<file path="config.mk">
export PLATFORM = sky130hd
export DESIGN_NAME = humidity_sensor_poll_sequencer_core
export DESIGN_NICKNAME = d
export VERILOG_FILES = /design/src/sv/hspseq_pkg.sv /design/src/sv/hspseq_front.sv /design/src/sv/hspseq_fifo.sv /design/src/sv/hspseq_back.sv /design/src/sv/humidity_sensor_poll_sequencer_core.sv
export SDC_FILE = /design/constraint.sdc
export NUM_CORES = 1
export LEC_CHECK = 0
export BUFFER_PORTS_ARGS = -buffer_cell sky130_fd_sc_hd__buf_2
export CORE_ASPECT_RATIO = 1.5
export CORE_MARGIN = 2
export CORE_UTILIZATION = 46
export CTS_CLUSTER_SIZE = 25
export DETAILED_ROUTE_END_ITERATION = 10
export PLACE_DENSITY_LB_ADDON = 0.08
export SYNTH_ARGS = -nofsm -noshare
export SYNTH_HDL_FRONTEND = slang
export SYNTH_SLANG_ARGS = --single-unit
export TNS_END_PERCENT = 50
</file>
<file path="constraint.sdc">
create_clock -name clk -period 10.4 [get_ports clk]
set_clock_uncertainty 0.2 [all_clocks]
set_input_delay 0.52 -clock clk [delete_from_list [all_inputs] [get_ports clk]]
set_output_delay 0.52 -clock clk [all_outputs]
set_load 0.05 [all_outputs]
</file>
<file path="src/sv/hspseq_pkg.sv">
package hspseq_pkg;

	localparam int ADDR_W = 4;

	// register map, word index taken from paddr[3:2]
	localparam logic [1:0] REG_POWER_UP   = 2'd0;
	localparam logic [1:0] REG_CALIB      = 2'd1;
	localparam logic [1:0] REG_CONVERSION = 2'd2;
	localparam logic [1:0] REG_BUSY_RETRY = 2'd3;

	localparam logic [15:0] POWER_UP_RST   = 16'd40;
	localparam logic [15:0] CALIB_RST      = 16'd10;
	localparam logic [15:0] CONVERSION_RST = 16'd80;
	localparam logic [15:0] BUSY_RETRY_RST = 16'd10;

	localparam logic [1:0] ST_OK       = 2'd0;
	localparam logic [1:0] ST_BUSY     = 2'd1;
	localparam logic [1:0] ST_COMFAIL  = 2'd2;
	localparam logic [1:0] ST_INITFAIL = 2'd3;

	localparam logic [1:0] RK_NONE   = 2'd0;
	localparam logic [1:0] RK_STATUS = 2'd1;
	localparam logic [1:0] RK_DATA   = 2'd2;

	localparam logic [1:0] WK_NONE    = 2'd0;
	localparam logic [1:0] WK_CALIB   = 2'd1;
	localparam logic [1:0] WK_TRIGGER = 2'd2;

	// status byte bits
	localparam int BUSY_BIT  = 7;
	localparam int CALIB_BIT = 3;

	localparam int HUM_SCALE   = 1000;
	localparam int TEMP_SCALE  = 2000;
	localparam int TEMP_OFFSET = 500;

	typedef struct packed {
		logic [15:0] power_up_delay_ms;
		logic [15:0] calib_delay_ms;
		logic [15:0] conversion_delay_ms;
		logic [15:0] busy_retry_ms;
	} cfg_t;

	// one classified poll, waiting for decode
	typedef struct packed {
		logic [1:0]  status;
		logic [1:0]  read_kind;
		logic [1:0]  write_kind;
		logic [19:0] raw_hum;
		logic [19:0] raw_temp;
	} item_t;

endpackage

</file>
<file path="src/sv/hspseq_front.sv">
module hspseq_front (
	input  logic               clk,
	input  logic               arst_n,
	input  hspseq_pkg::cfg_t   cfg,
	input  logic               accept,
	input  logic [31:0]        now_ms,
	input  logic               read_ok,
	input  logic               write_ok,
	input  logic [7:0]         rx_byte0,
	input  logic [7:0]         rx_byte1,
	input  logic [7:0]         rx_byte2,
	input  logic [7:0]         rx_byte3,
	input  logic [7:0]         rx_byte4,
	input  logic [7:0]         rx_byte5,
	output hspseq_pkg::item_t  item
);

	localparam logic [2:0] PH_IDLE  = 3'd0;
	localparam logic [2:0] PH_POWER = 3'd1;
	localparam logic [2:0] PH_CALIB = 3'd2;
	localparam logic [2:0] PH_READY = 3'd3;
	localparam logic [2:0] PH_CONV  = 3'd4;

	logic [2:0]  phase_q, phase_d;
	logic        pending_q, pending_d;
	logic        init_q, init_d;
	logic [31:0] deadline_q, deadline_d;

	logic [31:0] since;
	logic        passed;
	logic [1:0]  rdy;
	logic [1:0]  st;
	logic [1:0]  rk;
	logic [1:0]  wk;
	logic        upd_dl;
	logic [15:0] dly;

	assign since  = now_ms - deadline_q;
	assign passed = ~since[31];

	always_comb begin
		phase_d   = phase_q;
		pending_d = pending_q;
		init_d    = init_q;
		rdy       = hspseq_pkg::ST_BUSY;
		st        = hspseq_pkg::ST_BUSY;
		rk        = hspseq_pkg::RK_NONE;
		wk        = hspseq_pkg::WK_NONE;
		upd_dl    = 1'b0;
		dly       = '0;

		// power-up / calibration bring-up
		if (init_q && phase_q == PH_READY) begin
			rdy = hspseq_pkg::ST_OK;
		end else begin
			unique case (phase_q)
				PH_IDLE: begin
					phase_d = PH_POWER;
					upd_dl  = 1'b1;
					dly     = cfg.power_up_delay_ms;
				end
				PH_POWER: begin
					if (passed) begin
						rk = hspseq_pkg::RK_STATUS;
						if (!read_ok) begin
							phase_d = PH_IDLE;
							init_d  = 1'b0;
							rdy     = hspseq_pkg::ST_INITFAIL;
						end else if (!rx_byte0[hspseq_pkg::CALIB_BIT]) begin
							wk = hspseq_pkg::WK_CALIB;
							if (!write_ok) begin
								phase_d = PH_IDLE;
								init_d  = 1'b0;
								rdy     = hspseq_pkg::ST_INITFAIL;
							end else begin
								phase_d = PH_CALIB;
								upd_dl  = 1'b1;
								dly     = cfg.calib_delay_ms;
							end
						end else begin
							phase_d = PH_READY;
							init_d  = 1'b1;
							rdy     = hspseq_pkg::ST_OK;
						end
					end
				end
				PH_CALIB: begin
					if (passed) begin
						phase_d = PH_READY;
						init_d  = 1'b1;
						rdy     = hspseq_pkg::ST_OK;
					end
				end
				PH_READY: rdy = hspseq_pkg::ST_OK;
				default:  rdy = hspseq_pkg::ST_BUSY;
			endcase
		end

		// measurement: trigger, then data read once the conversion deadline passes
		if (rdy == hspseq_pkg::ST_INITFAIL) begin
			st = rdy;
		end else if (rdy == hspseq_pkg::ST_OK && !pending_q && phase_d == PH_READY) begin
			wk = hspseq_pkg::WK_TRIGGER;
			if (!write_ok) begin
				init_d  = 1'b0;
				phase_d = PH_IDLE;
				st      = hspseq_pkg::ST_COMFAIL;
			end else begin
				upd_dl    = 1'b1;
				dly       = cfg.conversion_delay_ms;
				pending_d = 1'b1;
				phase_d   = PH_CONV;
			end
		end else if (!pending_q || phase_d != PH_CONV || !passed) begin
			st = hspseq_pkg::ST_BUSY;
		end else begin
			rk = hspseq_pkg::RK_DATA;
			if (!read_ok) begin
				init_d    = 1'b0;
				pending_d = 1'b0;
				phase_d   = PH_IDLE;
				st        = hspseq_pkg::ST_COMFAIL;
			end else if (rx_byte0[hspseq_pkg::BUSY_BIT]) begin
				upd_dl = 1'b1;
				dly    = cfg.busy_retry_ms;
			end else begin
				pending_d = 1'b0;
				phase_d   = PH_READY;
				init_d    = 1'b1;
				st        = hspseq_pkg::ST_OK;
			end
		end

		deadline_d = upd_dl ? now_ms + {16'd0, dly} : deadline_q;
	end

	always_ff @(posedge clk or negedge arst_n) begin
		if (!arst_n) begin
			phase_q    <= PH_IDLE;
			pending_q  <= 1'b0;
			init_q     <= 1'b0;
			deadline_q <= '0;
		end else if (accept) begin
			phase_q    <= phase_d;
			pending_q  <= pending_d;
			init_q     <= init_d;
			deadline_q <= deadline_d;
		end
	end

	always_comb begin
		item.status     = st;
		item.read_kind  = rk;
		item.write_kind = wk;
		item.raw_hum    = {rx_byte1, rx_byte2, rx_byte3[7:4]};
		item.raw_temp   = {rx_byte3[3:0], rx_byte4, rx_byte5};
	end

	a_pending_in_conv: assert property (@(posedge clk) disable iff (!arst_n)
		pending_q == (phase_q == PH_CONV))
		else $error("conversion pending out of step with phase");

	a_ready_is_init: assert property (@(posedge clk) disable iff (!arst_n)
		phase_q == PH_READY |-> init_q)
		else $error("ready phase without initialized flag");

	a_trigger_next: assert property (@(posedge clk) disable iff (!arst_n)
		accept && item.write_kind == hspseq_pkg::WK_TRIGGER
		|=> phase_q == PH_CONV || phase_q == PH_IDLE)
		else $error("trigger beat left an unexpected phase");

endmodule

</file>
<file path="src/sv/hspseq_fifo.sv">
module hspseq_fifo #(
	parameter int DEPTH = 2
) (
	input  logic               clk,
	input  logic               arst_n,
	input  logic               push,
	input  hspseq_pkg::item_t  push_item,
	input  logic               pop,
	output hspseq_pkg::item_t  head_item,
	output logic               not_empty,
	output logic               full
);

	localparam int AW = (DEPTH > 1) ? $clog2(DEPTH) : 1;
	localparam int CW = $clog2(DEPTH + 1);

	hspseq_pkg::item_t mem_q [DEPTH];
	logic [AW-1:0] wr_ptr_q, rd_ptr_q;
	logic [CW-1:0] count_q;
	logic [AW-1:0] wr_nxt, rd_nxt;

	assign wr_nxt = (wr_ptr_q == AW'(DEPTH - 1)) ? '0 : wr_ptr_q + AW'(1);
	assign rd_nxt = (rd_ptr_q == AW'(DEPTH - 1)) ? '0 : rd_ptr_q + AW'(1);

	assign head_item = mem_q[rd_ptr_q];
	assign not_empty = count_q != '0;
	assign full      = count_q == CW'(DEPTH);

	always_ff @(posedge clk or negedge arst_n) begin
		if (!arst_n) begin
			wr_ptr_q <= '0;
			rd_ptr_q <= '0;
			count_q  <= '0;
		end else begin
			if (push) begin
				wr_ptr_q <= wr_nxt;
			end
			if (pop) begin
				rd_ptr_q <= rd_nxt;
			end
			count_q <= count_q + CW'(push) - CW'(pop);
		end
	end

	always_ff @(posedge clk) begin
		if (push) begin
			mem_q[wr_ptr_q] <= push_item;
		end
	end

	a_count_bound: assert property (@(posedge clk) disable iff (!arst_n)
		count_q <= CW'(DEPTH))
		else $error("queue count overflow");

endmodule

</file>
<file path="src/sv/hspseq_back.sv">
module hspseq_back (
	input  logic               clk,
	input  logic               arst_n,
	input  hspseq_pkg::item_t  head_item,
	input  logic               head_valid,
	output logic               pop,
	output logic               out_valid,
	input  logic               out_ready,
	output logic [1:0]         status,
	output logic [1:0]         read_kind,
	output logic [1:0]         write_kind,
	output logic signed [11:0] temperature,
	output logic [9:0]         humidity
);

	logic        out_valid_q;
	logic [1:0]  status_q;
	logic [1:0]  read_kind_q;
	logic [1:0]  write_kind_q;
	logic [11:0] temp_q;
	logic [9:0]  hum_q;

	logic [29:0] hum_prod;
	logic [30:0] temp_prod;
	logic [11:0] temp_c;
	logic        ok;

	assign pop = head_valid && (!out_valid_q || out_ready);
	assign ok  = head_item.status == hspseq_pkg::ST_OK;

	// raw * scale / 2^20
	assign hum_prod  = 30'(head_item.raw_hum) * 30'(hspseq_pkg::HUM_SCALE);
	assign temp_prod = 31'(head_item.raw_temp) * 31'(hspseq_pkg::TEMP_SCALE);
	assign temp_c    = {1'b0, temp_prod[30:20]} - 12'(hspseq_pkg::TEMP_OFFSET);

	always_ff @(posedge clk or negedge arst_n) begin
		if (!arst_n) begin
			out_valid_q <= 1'b0;
		end else if (pop) begin
			out_valid_q <= 1'b1;
		end else if (out_ready) begin
			out_valid_q <= 1'b0;
		end
	end

	always_ff @(posedge clk) begin
		if (pop) begin
			status_q     <= head_item.status;
			read_kind_q  <= head_item.read_kind;
			write_kind_q <= head_item.write_kind;
			temp_q       <= ok ? temp_c : '0;
			hum_q        <= ok ? hum_prod[29:20] : '0;
		end
	end

	assign out_valid   = out_valid_q;
	assign status      = status_q;
	assign read_kind   = read_kind_q;
	assign write_kind  = write_kind_q;
	assign temperature = $signed(temp_q);
	assign humidity    = hum_q;

	a_no_sample_zero: assert property (@(posedge clk) disable iff (!arst_n)
		out_valid && status != hspseq_pkg::ST_OK |-> temperature == '0 && humidity == '0)
		else $error("sample fields set on a beat without a new sample");

endmodule

</file>
<file path="src/sv/humidity_sensor_poll_sequencer_core.sv">
// Poll sequencer for an I2C humidity/temperature sensor.
// Input channel (in_valid/in_ready): one beat per poll, carrying the millisecond
// timestamp and the bus answers (read_ok, write_ok, rx_byte0..5) for this poll.
// Output channel (out_valid/out_ready): exactly one beat per poll with status,
// the bus read/write done, and the decoded temperature/humidity in tenths.
// Configuration: APB write/read of four 16-bit delay registers at 0x0..0xC;
// pready is tied high, writes land on the access cycle.
// Path: input beat -> queue entry -> output register. Throughput: one poll per
// cycle while in_ready is high; the sequencer state updates on each accepted beat,
// and the constant-scale decode sits in the output stage behind a short queue.
// Receiver stall: the queue (QUEUE_DEPTH entries) plus the output register
// absorb QUEUE_DEPTH + 1 beats, then in_ready drops until out_ready returns.
// Reset: sequencer goes to idle, not initialized, no conversion pending,
// deadline 0; delay registers return to 40/10/80/10 ms; queue and output empty.
module humidity_sensor_poll_sequencer_core #(
	parameter int QUEUE_DEPTH = 2
) (
	input  logic                          clk,
	input  logic                          arst_n,
	input  logic                          psel,
	input  logic                          penable,
	input  logic                          pwrite,
	input  logic [hspseq_pkg::ADDR_W-1:0] paddr,
	input  logic [31:0]                   pwdata,
	output logic [31:0]                   prdata,
	output logic                          pready,
	input  logic                          in_valid,
	output logic                          in_ready,
	input  logic [31:0]                   now_ms,
	input  logic                          read_ok,
	input  logic                          write_ok,
	input  logic [7:0]                    rx_byte0,
	input  logic [7:0]                    rx_byte1,
	input  logic [7:0]                    rx_byte2,
	input  logic [7:0]                    rx_byte3,
	input  logic [7:0]                    rx_byte4,
	input  logic [7:0]                    rx_byte5,
	output logic                          out_valid,
	input  logic                          out_ready,
	output logic [1:0]                    status,
	output logic [1:0]                    read_kind,
	output logic [1:0]                    write_kind,
	output logic signed [11:0]            temperature,
	output logic [9:0]                    humidity
);

	hspseq_pkg::cfg_t  cfg_q;
	hspseq_pkg::item_t front_item;
	hspseq_pkg::item_t head_item;
	logic              cfg_wr;
	logic [1:0]        reg_idx;
	logic              accept;
	logic              q_full;
	logic              q_not_empty;
	logic              q_pop;

	assign pready  = 1'b1;
	assign cfg_wr  = psel && penable && pwrite;
	assign reg_idx = paddr[3:2];

	always_ff @(posedge clk or negedge arst_n) begin
		if (!arst_n) begin
			cfg_q.power_up_delay_ms   <= hspseq_pkg::POWER_UP_RST;
			cfg_q.calib_delay_ms      <= hspseq_pkg::CALIB_RST;
			cfg_q.conversion_delay_ms <= hspseq_pkg::CONVERSION_RST;
			cfg_q.busy_retry_ms       <= hspseq_pkg::BUSY_RETRY_RST;
		end else if (cfg_wr) begin
			unique case (reg_idx)
				hspseq_pkg::REG_POWER_UP:   cfg_q.power_up_delay_ms   <= pwdata[15:0];
				hspseq_pkg::REG_CALIB:      cfg_q.calib_delay_ms      <= pwdata[15:0];
				hspseq_pkg::REG_CONVERSION: cfg_q.conversion_delay_ms <= pwdata[15:0];
				hspseq_pkg::REG_BUSY_RETRY: cfg_q.busy_retry_ms       <= pwdata[15:0];
				default: ;
			endcase
		end
	end

	always_comb begin
		unique case (reg_idx)
			hspseq_pkg::REG_POWER_UP:   prdata = {16'd0, cfg_q.power_up_delay_ms};
			hspseq_pkg::REG_CALIB:      prdata = {16'd0, cfg_q.calib_delay_ms};
			hspseq_pkg::REG_CONVERSION: prdata = {16'd0, cfg_q.conversion_delay_ms};
			hspseq_pkg::REG_BUSY_RETRY: prdata = {16'd0, cfg_q.busy_retry_ms};
			default:                    prdata = '0;
		endcase
	end

	assign in_ready = !q_full;
	assign accept   = in_valid && in_ready;

	hspseq_front u_front (
		.clk      (clk),
		.arst_n   (arst_n),
		.cfg      (cfg_q),
		.accept   (accept),
		.now_ms   (now_ms),
		.read_ok  (read_ok),
		.write_ok (write_ok),
		.rx_byte0 (rx_byte0),
		.rx_byte1 (rx_byte1),
		.rx_byte2 (rx_byte2),
		.rx_byte3 (rx_byte3),
		.rx_byte4 (rx_byte4),
		.rx_byte5 (rx_byte5),
		.item     (front_item)
	);

	hspseq_fifo #(
		.DEPTH (QUEUE_DEPTH)
	) u_fifo (
		.clk       (clk),
		.arst_n    (arst_n),
		.push      (accept),
		.push_item (front_item),
		.pop       (q_pop),
		.head_item (head_item),
		.not_empty (q_not_empty),
		.full      (q_full)
	);

	hspseq_back u_back (
		.clk         (clk),
		.arst_n      (arst_n),
		.head_item   (head_item),
		.head_valid  (q_not_empty),
		.pop         (q_pop),
		.out_valid   (out_valid),
		.out_ready   (out_ready),
		.status      (status),
		.read_kind   (read_kind),
		.write_kind  (write_kind),
		.temperature (temperature),
		.humidity    (humidity)
	);

endmodule

</file>
==> reports/metrics.yaml <==
nets: 1986
core-area_mm2: 0.0359
synth-seq-cells: 225
htree_num_levels: 1
ant_nets: 0
synth_edf_count: 120
met1_usage: 0.240
required_ns: 10.47
portBuffers: 146
drive_gt1_frac: 0.213
r2r_cells: 22
fmax_mhz: 134
place_congestion: 0.857
drv_slew: 0
hold_viol: 0
grt-busiest-layer: "met2"
crit_path_end_kind: "flop"
hp-class: "input port to flop"
io_pins: 188
cp_max_fo: 32
crit_type: "flop to flop"
wl_per_cell_um: 18.6
areaGrowthSynthToFinish_pct: 15.0
worstMarginPinSlew_ns: 0.980
clock_sinks: 225
dp_hpwl_um: 28200
antenna_found_initial: 6
whs_path_depth: 1
min_period_ns: 7.48
worstSetupStartpointType: "flop"
synth_top_cell_by_area: "edfxtp_1"
row_count: 85
cap_violations: 0
firstDrtPassIters: 5
grt_max_degree: 70
async_flop_share: 0.467
clkLatencyLatePin_ns: 0.54
rsz0062_at_grt: "false"
post-route-period-util: 0.719
fill_cells: 3219
cp.arrival_ns: 7.55
final.setup.tns_ns: 0
use_met2: 0.396
drt_iter0_drc: 398
ys_types: 76
drc: 0
grt_pass1_vias: 11900
overflow: 0
dieArea_mm2: 0.0380
synth_area_per_cell_um2: 12.2
synth_top_area_frac: 0.215
grt_use_met3: 0.0330
slew_headroom: 0.344
yosysSeqAreaShare: 0.373
die_x_um: 160
cts_tree: "built"
grt_pass1_wl_um: 62500
syn_area_mm2: 0.0167
vias: 10900
synth_warnings: 0
finalSetupViolations: 0
viasPerCell: 5.33
status: "finished clean"
cts_buffers: 25
synth_cells: 1368
wl_um: 38100
ys.flop_type: "edfxtp_1"
clkTransAtPathRegs_ns: 0.06
cts_buffer_depth: 3
cts_root_buf: "clkbuf_16"
yosys-top-cells-area: "edfxtp_1, fa_1, dfrtp_1"
start_util: 0.466
cts_setup_buffers: 0
track_usage: 0.207
fp.dieH_um: 238
-- per-layer routing --
layer,up-vias,wire length [um]
met5,-,56
met4,8,812
met3,48,1700
met2,189,20900
met1,5510,14700
li1,5177,-
-- placed cells by master (no fill, tap or decap), types with 36 or more instances in the layout --
cell type	count
xnor2_1	39
nor2_1	69
fa_1	139
dfrtp_1	96
inv_1	146
buf_2	145
nand2_1	60
dlygate4sd3_1	42
edfxtp_1	120
ha_1	167
o21ai_0	42
mux2i_1	36
mux2_2	90
-- final cells by class --
| cell class | instances | area (um^2) | share of cell area |
|---|---|---|---|
| antenna | 1 | 2.50 | 0.000130 |
| clock buffer | 26 | 629 | 0.0327 |
| clock inverter | 17 | 225 | 0.0117 |
| inverter | 147 | 552 | 0.0287 |
| multi-input combinational | 957 | 9770 | 0.507 |
| sequential | 225 | 6240 | 0.324 |
| tap | 478 | 598 | 0.0311 |
| timing repair buffer | 199 | 1240 | 0.0642 |
-- final timing paths --
path                                        startpoint                endpoint  slack, ns
worst min-delay path                       rx_byte3[1]     u_fifo.mem_q[0][17]       0.02
min in group asynchronous                       arst_n                cfg_q[5]       0.28
worst max register to register         u_fifo.rd_ptr_q  u_back.temperature[10]       2.92
max in group asynchronous                       arst_n         u_fifo.rd_ptr_q       8.37
worst max-delay path                   u_fifo.rd_ptr_q  u_back.temperature[10]       2.92
worst min register to register  u_front.deadline_q[12]  u_front.deadline_q[12]       0.29
-- state kept, by name (all words and copies together) (netlist names), 3 cells and up --
signal              cells
cfg_q                  64
u_back.humidity        10
u_back.temperature     12
u_fifo.mem_q           92
u_front.deadline_q     32
u_front.phase_q         3
-- critical path: stages, from the launching register on --
cell and delay (ns):
dfrtp_2 0.88, mux2_2 0.53, fa_1 0.56, inv_1 0.07, fa_1 0.49, fa_1 0.56, inv_1 0.06, fa_1 0.47
ha_1 0.29, and3_1 0.18, a221oi_1 0.47, a21boi_0 0.23, o21a_1 0.22, o21ai_0 0.32, nand2_1 0.12, xnor2_1 0.14
ha_1 0.22, nor2_1 0.09, and3_1 0.21, and4bb_1 0.26, mux2i_1 0.08, or3b_1 0.39, mux2i_1 0.15
-- Yosys cell counts, types with 20 or more instances --
master	n
ha_1	167
nor2_1	71
inv_1	146
and3_1	20
fa_1	139
a21o_1	23
edfxtp_1	120
mux2_2	90
mux2i_1	36
a21oi_1	36
nand2_1	60
clkbuf_1	25
dfrtp_1	97
nand3_1	21
o21ai_0	42
xnor2_1	39
xor2_1	22
-- per-stage QoR --
step           utilization  cells  hold WS, ns  setup WS (ns)  instance area (um^2)
3_3_place_gp         0.500   1964        0.275           2.83                 18000
6_report             0.536   2050       0.0225           2.92                 19300
3_5_place_dp         0.500   1964        0.283           2.77                 18000
5_1_grt              0.536   2049      0.00200           2.51                 19300
4_1_cts              0.536   2049      0.00288           2.86                 19300
2_1_floorplan            -   1383       0.0244           3.72                 16800
-- kinds of logic after synthesis --
logic type      count (synthesis)  share of synthesized area
simple gates                  232                     0.0669
compound gates                192                     0.0781
other cells                     2                   0.000448
mux                           149                      0.109
buf+inv                       201                     0.0506
fa+ha+maj                     306                      0.291
xor+xnor                       61                     0.0319
flops                         225                      0.373
-- timing repair --
item                                   CTS  global route
endpoints found under the hold margin  112             0
resized for setup                        0             0
hold buffers                            42             0
Power is left out: the tool's default activity adds up to more than one toggle a clock period on the data nets, which glitch-free logic cannot reach.
